[src/rtl/scm_pkg.sv]
`default_nettype none
package scm_pkg;
    localparam int FFT_BINS_DEF = 4096;
    localparam int COLUMNS_DEF  = 1024;
    localparam int MAX_RESULTS  = 16;
    localparam int CFG_W        = 28;
    localparam int IDX_W        = 3;
    localparam int QDEPTH       = 4;
    localparam logic signed [15:0] LOWEST_LEVEL = 16'sh8000;

    localparam logic [IDX_W-1:0] REG_FIRST_BIN   = 3'd0;
    localparam logic [IDX_W-1:0] REG_COLUMN_STEP = 3'd1;
    localparam logic [IDX_W-1:0] REG_LEVEL_OFS   = 3'd2;
    localparam logic [IDX_W-1:0] REG_TOP_LEVEL   = 3'd3;
    localparam logic [IDX_W-1:0] REG_Y_SCALE     = 3'd4;
    localparam logic [IDX_W-1:0] REG_LOW_THR     = 3'd5;
    localparam logic [IDX_W-1:0] REG_HIGH_THR    = 3'd6;
    localparam logic [IDX_W-1:0] REG_INV_RANGE   = 3'd7;

    // closed column request from front to back
    typedef struct packed {
        logic [9:0]         column;
        logic signed [16:0] level;
        logic               last;
    } t_col;
endpackage
`default_nettype wire

[src/rtl/scm_front.sv]
`default_nettype none
module scm_front
    import scm_pkg::*;
#(
    parameter int FFT_BINS = FFT_BINS_DEF,
    parameter int COLUMNS  = COLUMNS_DEF
) (
    input  wire logic               i_clk,
    input  wire logic               i_rst_n,
    input  wire logic               i_push,
    output logic                    o_full,
    input  wire logic signed [15:0] i_bin_level,
    input  wire logic               i_first_of_frame,
    input  wire logic [11:0]        i_first_bin,
    input  wire logic [27:0]        i_column_step,
    input  wire logic signed [12:0] i_level_offset,
    output logic                    o_col_valid,
    output t_col                    o_col,
    input  wire logic               i_col_ready
);
    localparam int BW = $clog2(FFT_BINS + 1);
    localparam int CW = $clog2(COLUMNS + 1);
    localparam int EW = BW + 16;
    localparam int BURST_W = $clog2(MAX_RESULTS + 1);
    localparam logic [EW-1:0] END_LIM = EW'(FFT_BINS) << 16;

    logic               r_busy, n_busy;
    logic signed [15:0] r_lvl;
    logic               r_pend, n_pend;
    logic [BW-1:0]      r_b;
    logic [BW-1:0]      r_bin_cnt, n_bin_cnt;
    logic [CW-1:0]      r_col, n_col;
    logic signed [15:0] r_peak, n_peak;
    logic [EW-1:0]      r_end, n_end;
    logic [BURST_W-1:0] r_burst, n_burst;

    logic [EW:0]        sum_end;
    logic [EW-1:0]      step_end, start_end;
    logic [BW-1:0]      end_bin;
    logic               line_open, merge_now, close_now;
    logic signed [15:0] merged_peak;

    assign o_full = r_busy;
    assign sum_end  = {1'b0, r_end} + (EW+1)'(i_column_step);
    assign step_end = (sum_end > (EW+1)'(END_LIM)) ? END_LIM : sum_end[EW-1:0];
    always_comb begin
        logic [EW:0] s;
        s = ((EW+1)'(i_first_bin) << 16) + (EW+1)'(i_column_step);
        start_end = (s > (EW+1)'(END_LIM)) ? END_LIM : s[EW-1:0];
    end
    assign end_bin   = r_end[EW-1:16];
    assign line_open = (r_col < CW'(COLUMNS));
    assign merge_now = r_pend && (end_bin > r_b);
    assign merged_peak = (merge_now && (r_lvl > r_peak)) ? r_lvl : r_peak;
    assign close_now = line_open && (r_burst < BURST_W'(MAX_RESULTS)) &&
                       !((BW+1)'(end_bin) > (BW+1)'(r_b) + (BW+1)'(1));

    assign o_col_valid = r_busy && close_now;
    assign o_col.column = r_col[9:0];
    assign o_col.level  = 17'(merged_peak) + 17'(i_level_offset);
    assign o_col.last   = (r_col == CW'(COLUMNS - 1));

    // per item column walk, one column per cycle while the back end is ready
    always_comb begin
        n_busy = r_busy; n_pend = r_pend; n_bin_cnt = r_bin_cnt;
        n_col = r_col; n_peak = r_peak; n_end = r_end; n_burst = r_burst;
        if (!r_busy) begin
            if (i_push) begin
                n_busy = 1'b1;
                n_burst = '0;
                if (i_first_of_frame) begin
                    n_bin_cnt = '0; n_col = '0; n_peak = LOWEST_LEVEL; n_end = start_end;
                end
            end
        end else if (close_now) begin
            if (i_col_ready) begin
                n_pend = r_pend && !merge_now;
                n_col = r_col + CW'(1);
                n_end = step_end;
                n_peak = LOWEST_LEVEL;
                n_burst = r_burst + BURST_W'(1);
            end
        end else begin
            // a bin still pending goes into the oldest open column
            if (line_open && r_pend && (r_lvl > r_peak)) n_peak = r_lvl;
            n_busy = 1'b0;
            if (r_bin_cnt < BW'(FFT_BINS)) n_bin_cnt = r_bin_cnt + BW'(1);
        end
    end

    always_ff @(posedge i_clk) begin
        if (!r_busy && i_push) begin
            r_lvl <= i_bin_level;
            r_b   <= i_first_of_frame ? '0 : r_bin_cnt;
        end
        if (!i_rst_n) begin
            r_busy <= 1'b0; r_pend <= 1'b0; r_bin_cnt <= '0; r_col <= '0;
            r_peak <= LOWEST_LEVEL; r_end <= EW'(16'd4) << 16; r_burst <= '0;
        end else begin
            r_busy <= n_busy; r_bin_cnt <= n_bin_cnt; r_col <= n_col;
            r_peak <= n_peak; r_end <= n_end; r_burst <= n_burst;
            if (!r_busy && i_push) begin
                logic [BW-1:0] bb;
                bb = i_first_of_frame ? '0 : r_bin_cnt;
                r_pend <= (bb >= BW'(i_first_bin)) && (bb < BW'(FFT_BINS));
            end else begin
                r_pend <= n_pend;
            end
        end
    end

`ifndef ASSERT_OFF
    a_burst: assert property (@(posedge i_clk) disable iff (!i_rst_n)
        r_burst <= BURST_W'(MAX_RESULTS)) else $error("burst overrun");
    a_col: assert property (@(posedge i_clk) disable iff (!i_rst_n)
        r_col <= CW'(COLUMNS)) else $error("column overrun");
    a_end: assert property (@(posedge i_clk) disable iff (!i_rst_n)
        r_end <= END_LIM) else $error("end beyond buffer");
`endif
endmodule
`default_nettype wire

[src/rtl/scm_back.sv]
`default_nettype none
module scm_back
    import scm_pkg::*;
(
    input  wire logic               i_clk,
    input  wire logic               i_rst_n,
    input  wire logic               i_col_valid,
    input  wire t_col               i_col,
    output logic                    o_col_ready,
    input  wire logic signed [12:0] i_top_level,
    input  wire logic [19:0]        i_y_scale,
    input  wire logic signed [12:0] i_low_threshold,
    input  wire logic signed [12:0] i_high_threshold,
    input  wire logic [23:0]        i_inverse_range,
    output logic                    o_empty,
    input  wire logic               i_pop,
    output logic [9:0]              o_column,
    output logic [9:0]              o_y_position,
    output logic [7:0]              o_red,
    output logic [7:0]              o_green,
    output logic [7:0]              o_blue,
    output logic                    o_last_column
);
    localparam int QW = $clog2(QDEPTH);
    localparam logic [24:0] U = 25'd16777216;

    // stage 1: products
    logic        r_v1;
    t_col        r_c1;
    logic signed [38:0] r_prod;
    logic [1:0]  r_cls;
    logic [42:0] r_p;
    // stage 2: segment and colour
    logic        r_v2;
    t_col        r_c2;
    logic [9:0]  r_y;
    logic [7:0]  r_r, r_g, r_b;

    logic        q_full;
    logic        adv1, adv2;
    logic [QW:0] r_cnt;
    logic [QW-1:0] r_wp, r_rp;
    logic [9:0]  m_col [QDEPTH];
    logic [9:0]  m_y   [QDEPTH];
    logic [7:0]  m_r [QDEPTH], m_g [QDEPTH], m_b [QDEPTH];
    logic        m_l [QDEPTH];

    // room for everything in flight
    assign q_full = (r_cnt + (QW+1)'(r_v1) + (QW+1)'(r_v2)) >= (QW+1)'(QDEPTH);
    assign o_col_ready = !q_full;
    assign adv1 = i_col_valid && o_col_ready;

    // stage 1 products
    always_ff @(posedge i_clk) begin
        logic signed [17:0] d;
        logic [17:0] dl;
        d = 18'(i_top_level) - 18'(i_col.level);
        dl = 18'(i_col.level) - 18'(i_low_threshold);
        r_c1 <= i_col;
        r_prod <= 39'(d) * $signed({1'b0, i_y_scale});
        if (i_col.level < 17'(i_low_threshold)) r_cls <= 2'd0;
        else if (i_col.level > 17'(i_high_threshold)) r_cls <= 2'd1;
        else r_cls <= 2'd2;
        r_p <= 43'(dl) * 43'(i_inverse_range);
        if (!i_rst_n) r_v1 <= 1'b0; else r_v1 <= adv1;
    end

    function automatic logic [7:0] f255(input logic [26:0] num, input logic [1:0] sh);
        logic [34:0] m;
        m = 35'(num) * 35'd255;
        return 8'(m >> (24 + sh));
    endfunction

    // stage 2 y saturation and colour segment
    always_ff @(posedge i_clk) begin
        logic [24:0] p;
        logic [28:0] t;
        logic [22:0] yq;
        p = (r_p > 43'(U)) ? U : r_p[24:0];
        t = 29'(p) * 29'd9;
        yq = 23'(r_prod >>> 16);
        r_c2 <= r_c1;
        if (r_prod < 0) r_y <= '0;
        else if (r_prod[38:16] > 23'd1023) r_y <= 10'd1023;
        else r_y <= yq[9:0];
        r_r <= 8'd0; r_g <= 8'd0; r_b <= 8'd0;
        case (r_cls)
            2'd0: begin end
            2'd1: begin r_r <= 8'd255; r_g <= 8'd255; end
            default: begin
                if (t < 29'(U)*2) r_b <= f255(27'(t), 2'd1);
                else if (t < 29'(U)*3) begin r_g <= f255(27'(t - 29'(U)*2), 2'd0); r_b <= 8'd255; end
                else if (t < 29'(U)*4) begin r_g <= 8'd255; r_b <= f255(27'(29'(U)*4 - t), 2'd0); end
                else if (t < 29'(U)*5) begin r_r <= f255(27'(t - 29'(U)*4), 2'd0); r_g <= 8'd255; end
                else if (t < 29'(U)*7) begin r_r <= 8'd255; r_g <= f255(27'(29'(U)*7 - t), 2'd1); end
                else if (t < 29'(U)*8) begin r_r <= 8'd255; r_b <= f255(27'(t - 29'(U)*7), 2'd0); end
                else begin
                    r_r <= f255(27'(29'(U)*12 - t), 2'd2);
                    r_g <= f255(27'(t - 29'(U)*8), 2'd1);
                    r_b <= 8'd255;
                end
            end
        endcase
        if (!i_rst_n) r_v2 <= 1'b0; else r_v2 <= r_v1;
    end

    // result queue
    assign adv2 = r_v2;
    assign o_empty = (r_cnt == '0);
    always_ff @(posedge i_clk) begin
        if (adv2) begin
            m_col[r_wp] <= r_c2.column; m_y[r_wp] <= r_y; m_r[r_wp] <= r_r;
            m_g[r_wp] <= r_g; m_b[r_wp] <= r_b; m_l[r_wp] <= r_c2.last;
        end
        if (!i_rst_n) begin
            r_cnt <= '0; r_wp <= '0; r_rp <= '0;
        end else begin
            if (adv2) r_wp <= r_wp + QW'(1);
            if (i_pop && !o_empty) r_rp <= r_rp + QW'(1);
            r_cnt <= r_cnt + (QW+1)'(adv2) - (QW+1)'(i_pop && !o_empty);
        end
    end
    assign o_column = m_col[r_rp];
    assign o_y_position = m_y[r_rp];
    assign o_red = m_r[r_rp];
    assign o_green = m_g[r_rp];
    assign o_blue = m_b[r_rp];
    assign o_last_column = m_l[r_rp];

`ifndef ASSERT_OFF
    a_cnt: assert property (@(posedge i_clk) disable iff (!i_rst_n)
        r_cnt <= (QW+1)'(QDEPTH)) else $error("queue overflow");
    a_room: assert property (@(posedge i_clk) disable iff (!i_rst_n)
        (r_cnt + (QW+1)'(r_v1) + (QW+1)'(r_v2)) <= (QW+1)'(QDEPTH)) else $error("no room");
    a_pipe: assert property (@(posedge i_clk) disable iff (!i_rst_n)
        r_v1 |=> r_v2) else $error("pipe lost request");
`endif
endmodule
`default_nettype wire

[src/rtl/spectrum_column_max_color_mapper_top.sv]
// Spectrum column peak mapper: one FFT bin per accepted push. The front column
// walker stays busy after each push while it closes columns (up to sixteen),
// one column at a time, and also waits whenever the back end has no room;
// closed columns pass a two-stage multiply and colour pipeline into a
// four-entry result queue, so a slow reader stalls the walker.
`default_nettype none
module spectrum_column_max_color_mapper_top
    import scm_pkg::*;
#(
    parameter int FFT_BINS = FFT_BINS_DEF,
    parameter int COLUMNS  = COLUMNS_DEF
) (
    input  wire logic               i_clk,
    input  wire logic               i_rst_n,
    input  wire logic               push,
    output logic                    full,
    input  wire logic signed [15:0] i_bin_level,
    input  wire logic               i_first_of_frame,
    output logic                    empty,
    input  wire logic               pop,
    output logic [9:0]              o_column,
    output logic [9:0]              o_y_position,
    output logic [7:0]              o_red,
    output logic [7:0]              o_green,
    output logic [7:0]              o_blue,
    output logic                    o_last_column,
    input  wire logic               i_cfg_we,
    input  wire logic [IDX_W-1:0]   i_cfg_index,
    input  wire logic [CFG_W-1:0]   i_cfg_data
);
    logic [11:0]        r_first_bin;
    logic [27:0]        r_column_step;
    logic signed [12:0] r_level_offset, r_top_level, r_low_thr, r_high_thr;
    logic [19:0]        r_y_scale;
    logic [23:0]        r_inv_range;
    logic               col_valid, col_ready;
    t_col               col;

    // configuration registers
    always_ff @(posedge i_clk) begin
        if (!i_rst_n) begin
            r_first_bin <= '0; r_column_step <= 28'd262144; r_level_offset <= '0;
            r_top_level <= '0; r_y_scale <= 20'd5825; r_low_thr <= -13'sd2080;
            r_high_thr <= -13'sd1280; r_inv_range <= 24'd20972;
        end else if (i_cfg_we) begin
            case (i_cfg_index)
                REG_FIRST_BIN:   r_first_bin <= i_cfg_data[11:0];
                REG_COLUMN_STEP: r_column_step <= i_cfg_data[27:0];
                REG_LEVEL_OFS:   r_level_offset <= i_cfg_data[12:0];
                REG_TOP_LEVEL:   r_top_level <= i_cfg_data[12:0];
                REG_Y_SCALE:     r_y_scale <= i_cfg_data[19:0];
                REG_LOW_THR:     r_low_thr <= i_cfg_data[12:0];
                REG_HIGH_THR:    r_high_thr <= i_cfg_data[12:0];
                REG_INV_RANGE:   r_inv_range <= i_cfg_data[23:0];
                default: begin end
            endcase
        end
    end

    scm_front #(.FFT_BINS(FFT_BINS), .COLUMNS(COLUMNS)) u_front (
        .i_clk, .i_rst_n, .i_push(push), .o_full(full),
        .i_bin_level, .i_first_of_frame,
        .i_first_bin(r_first_bin), .i_column_step(r_column_step),
        .i_level_offset(r_level_offset),
        .o_col_valid(col_valid), .o_col(col), .i_col_ready(col_ready)
    );

    scm_back u_back (
        .i_clk, .i_rst_n, .i_col_valid(col_valid), .i_col(col), .o_col_ready(col_ready),
        .i_top_level(r_top_level), .i_y_scale(r_y_scale),
        .i_low_threshold(r_low_thr), .i_high_threshold(r_high_thr),
        .i_inverse_range(r_inv_range),
        .o_empty(empty), .i_pop(pop),
        .o_column, .o_y_position, .o_red, .o_green, .o_blue, .o_last_column
    );
endmodule
`default_nettype wire

[config.mk]
export PLATFORM = sky130hd
export DESIGN_NAME = spectrum_column_max_color_mapper_top
export DESIGN_NICKNAME = d
export VERILOG_FILES = /design/src/rtl/scm_pkg.sv /design/src/rtl/scm_front.sv /design/src/rtl/scm_back.sv /design/src/rtl/spectrum_column_max_color_mapper_top.sv
export SDC_FILE = /design/constraint.sdc
export NUM_CORES = 2
export LEC_CHECK = 0
export ABC_AREA = 1
export BUFFER_PORTS_ARGS = -buffer_cell sky130_fd_sc_hd__buf_2
export CAP_MARGIN = 15
export CORE_ASPECT_RATIO = 0.5
export CORE_MARGIN = 8
export CORE_UTILIZATION = 61
export CTS_BUF_LIST = sky130_fd_sc_hd__clkbuf_4
export CTS_CLUSTER_DIAMETER = 60
export DETAILED_ROUTE_END_ITERATION = 7
export HOLD_SLACK_MARGIN = 0.08
export PLACE_DENSITY_LB_ADDON = 0.2
export RECOVER_POWER = 25
export REMOVE_ABC_BUFFERS = 1
export SLEW_MARGIN = 20
export SYNTH_ARGS = -nofsm -noshare
export SYNTH_HDL_FRONTEND = slang
export SYNTH_SLANG_ARGS = --single-unit
[constraint.sdc]
create_clock -name i_clk -period 10.3 [get_ports i_clk]
set_input_delay 1.03 -clock i_clk [delete_from_list [all_inputs] [get_ports i_clk]]
set_output_delay 1.03 -clock i_clk [all_outputs]
set_load 0.05 [all_outputs]
==> metrics.log <==
INFO  metric slew_headroom = 26.83%
INFO  metric avgSynthCellArea = 8.173 µm²
INFO  metric yosys_warnings = 0
INFO  metric slew_of_the_pin_with_the_lowest_slew_margin = 1.098 ns
INFO  metric clockBufferDepth = 3
INFO  metric drc = 0
INFO  metric nets_final = 10.61k
INFO  metric crit_fanout = 6
INFO  metric cap_violations = 0
INFO  metric critical_path_required = 11.21 ns
INFO  metric path_class = register to register
INFO  metric report.final.hold_viol_count = 0
INFO  metric ys_ff_latch = 555
INFO  metric die-area = 122,700 µm²
INFO  metric initial_core_util = 61.54%
INFO  metric grt_pass1_vias = 58.84k
INFO  metric largest_net_degree_at_the_start_of_global_routing = 118
INFO  metric grt_antenna_before_repair = 6
INFO  metric cts_tree = built
INFO  metric chipHeight = 251.8 µm
INFO  metric core-area = 110,200 µm²
INFO  metric cp_peak_stage_delay = 0.57 ns
INFO  metric detail-route-antenna-nets = 0
INFO  metric clock-sinks = 555
INFO  metric synth-edff-count = 209
INFO  metric place.port_buffers = 99
INFO  metric fin_cells = 10.56k
INFO  metric clkSlewWorstSetupHoldPaths = 0.07 ns
INFO  metric final.setup_skew = 0.09369 ns
INFO  metric seq_area_frac_synth = 19.47%
INFO  metric routedWlPerCell = 18.48 µm
INFO  metric placed_cells = 10.23k
INFO  metric detail_route.iter0.violations = 4,791
INFO  metric violated_checks = negative setup slack
INFO  metric dpl.hpwl = 154,600 µm
INFO  metric worst_setup_path_start_kind = register
INFO  metric fmax = 93.80 MHz
INFO  metric timing.critical_path.arrival = 11.57 ns
INFO  metric drt_pass1_iterations = 6
INFO  metric synth_top_flop_cell = sky130_fd_sc_hd__dfxtp_1
INFO  metric synthesis.instances = 8,297
INFO  metric finalWirelength = 195,100 µm
INFO  metric endpoint_kind = register
INFO  metric postPlaceCellArea = 73,580 µm²
INFO  metric gp_congestion = 0.9999
INFO  metric worst_slack = -0.3606 ns
INFO  metric global_route.usage.total = 31.33%
INFO  metric finish.instance_area = 78,340 µm²
INFO  metric cell_variety_after_synth = 69
INFO  metric clock_latency = 1.09 ns
INFO  metric grt.overflow.total = 0
INFO  metric htreeDepth = 4
INFO  metric finalSetupViolations = 29
INFO  metric holdWs = 0.2219 ns
INFO  metric timing.final.crit_period = 10.66 ns
INFO  metric layout-area-overhead-vs-synth = 15.53%
INFO  metric routed_via_density = 5.526
INFO  metric dieWidth = 487.5 µm
INFO  metric route.vias.total = 58.36k
INFO  metric period_share = 103.5%
INFO  metric fp-row-count = 86
INFO  metric timing.final.max_slew_violations = 0
INFO  metric grt_setup_unrepaired = true
INFO  metric hold_removal_path_class = input pin to register
INFO  metric final_layout_size_suffix_gt1_share = 15.14%
INFO  metric design.portCount = 100
INFO  metric synthArstFlopShare = 0%
INFO  metric clock_tree.root_cell = sky130_fd_sc_hd__clkbuf_4
INFO  metric post_synth_instance_area = 67,810 µm²
INFO  metric critical-path-slowest-cell = sky130_fd_sc_hd__fa_1
INFO  metric grt_first_pass_wirelength = 308,700 µm
INFO  metric run_status = complete, but fails checks
INFO  metric tritoncts.num_buffers = 133
INFO  metric critPathMostFrequentCell = sky130_fd_sc_hd__fa_1
worst max-delay path, delay by kind of cell (launching register included):
kind	cells	cell delay, ns
AO/OA/AOI/OAI	17	2.53
adder cells (fa/ha/maj)	11	4.42
XOR/XNOR	3	0.54
AND/OR/NAND/NOR	16	1.68
buffers and inverters	10	0.93
flip-flops	1	0.39
cells in the final DEF, fill, tap and decap left out, types with 18 or more instances in the layout:
cell                       instances
sky130_fd_sc_hd__inv_1          1721
sky130_fd_sc_hd__nand2_1        1290
sky130_fd_sc_hd__fa_1            937
sky130_fd_sc_hd__nor2_1          836
sky130_fd_sc_hd__ha_1            587
sky130_fd_sc_hd__buf_4           584
sky130_fd_sc_hd__a21oi_1         434
sky130_fd_sc_hd__o21ai_0         427
sky130_fd_sc_hd__dfxtp_1         344
sky130_fd_sc_hd__nand3_1         236
sky130_fd_sc_hd__edfxtp_1        209
sky130_fd_sc_hd__clkbuf_4        197
sky130_fd_sc_hd__xor2_1          139
sky130_fd_sc_hd__buf_2            99
sky130_fd_sc_hd__xnor2_1          79
sky130_fd_sc_hd__nand4_1          63
sky130_fd_sc_hd__a21oi_2          60
sky130_fd_sc_hd__nor3_1           59
sky130_fd_sc_hd__inv_2            52
sky130_fd_sc_hd__o22ai_1          47
sky130_fd_sc_hd__ha_4             46
sky130_fd_sc_hd__nand2_2          40
sky130_fd_sc_hd__o211ai_1         33
sky130_fd_sc_hd__clkinv_1         33
sky130_fd_sc_hd__buf_6            30
sky130_fd_sc_hd__fa_2             28
sky130_fd_sc_hd__o21bai_1         26
sky130_fd_sc_hd__nand2_4          24
sky130_fd_sc_hd__o21ai_1          23
sky130_fd_sc_hd__a21o_1           22
sky130_fd_sc_hd__nor2_2           22
sky130_fd_sc_hd__o21a_1           21
sky130_fd_sc_hd__nor4_1           20
sky130_fd_sc_hd__a31oi_1          18
cell type report:
cell class	count	area, µm²
timing repair buffer	743	5658
tap	1496	1872
inverter	1794	6758
clock buffer	197	1479
timing repair inverter	2	10.01
sequential	555	13210
clock inverter	40	401.6
antenna	4	10.01
fill	8721	31850
multi-input combinational	5730	48940
cell usage after synthesis (all sizes together) (8+ instances only):
cell type	instances	area (µm²)
o21bai	28	214.0
fa	965	19320
or2	22	137.6
buf	36	225.2
clkbuf	182	683.2
inv	1778	6679
nor2	874	3303
a21boi	10	78.83
o21ai	465	2350
xnor2	84	735.7
xor2	155	1358
edfxtp	209	6276
o221ai	11	96.34
o21a	22	165.2
ha	635	7945
a21o	22	165.2
a31oi	23	143.9
o211ai	34	260.3
nand4	63	394.1
nor3	71	382.9
nand2	1356	5122
o22ai	47	294.0
nor4	23	143.9
a211oi	8	60.06
clkinv	16	60.06
dfxtp	346	6927
nand3	246	1249
o2111ai	9	78.83
a21oi	504	2530
nand3b	14	105.1
worst paths after layout:
path / start / to / slack (ns) / cells past startpoint
hold reg to reg: u_back.r_c1[21] / u_back.r_c2[21] / 0.32 / 0
setup / recovery: u_front.r_lvl[9] / u_back.r_p[37] / -0.36 / 57
hold / removal: i_cfg_data[24] / r_column_step[24] / 0.22 / 3
setup reg to reg: u_front.r_lvl[9] / u_back.r_p[37] / -0.36 / 57
metal layers:
layer	global-route usage (%)	wire length (µm)
met1	42.14	80920
met2	49.04	86960
met3	8.013	18990
met4	12.02	8261
met5	0	0
through the flow:
stage          setup slack (ns)  utilization, %  setup TNS [ns]
3_3_place_gp            -0.4820           66.77          -5.853
3_5_place_dp            -0.7177           66.78          -13.68
2_1_floorplan           -0.6904               -          -4.963
4_1_cts                 -0.1518           70.13         -0.4901
6_report                -0.3606           71.09          -4.481
5_1_grt                 -0.9048           71.09          -23.40
flip-flops by register name, summed over array words and instances (netlist names), 12 cells and up, named ones only:
name               flops
u_front.r_peak        16
r_low_thr             13
u_back.r_prod         23
r_inv_range           24
u_back.m_g            32
r_top_level           13
u_back.m_col          40
u_back.m_r            32
u_front.r_end         29
u_back.m_b            32
r_first_bin           12
u_front.r_bin_cnt     13
r_level_offset        13
u_back.r_p            42
u_front.r_b           13
u_front.r_lvl         16
u_back.m_y            40
r_y_scale             20
r_high_thr            13
r_column_step         28
kinds of logic after synthesis:
logic type / share of synthesized area [%]
AOI/OAI and AO/OA: 9.863
xor gates and xnor gates: 3.087
adders and majority gates: 40.21
buffers and inverters: 11.28
DFF: 19.47
and+or+nand+nor: 16.09
timing repair:
| action | in CTS | in global routing |
|---|---|---|
| cloned | 2 | 2 |
| hold buffers | 16 | 0 |
| resized for setup | 280 | 208 |
| endpoints found under the hold margin | 16 | 0 |
| endpoints found under the setup margin | 44 | 60 |
| buffers inserted | 48 | 29 |
| pin swaps | 236 | 113 |
Power is not shown: default switching activity piles up to over one toggle a cycle in this logic, so the estimate is an artifact.
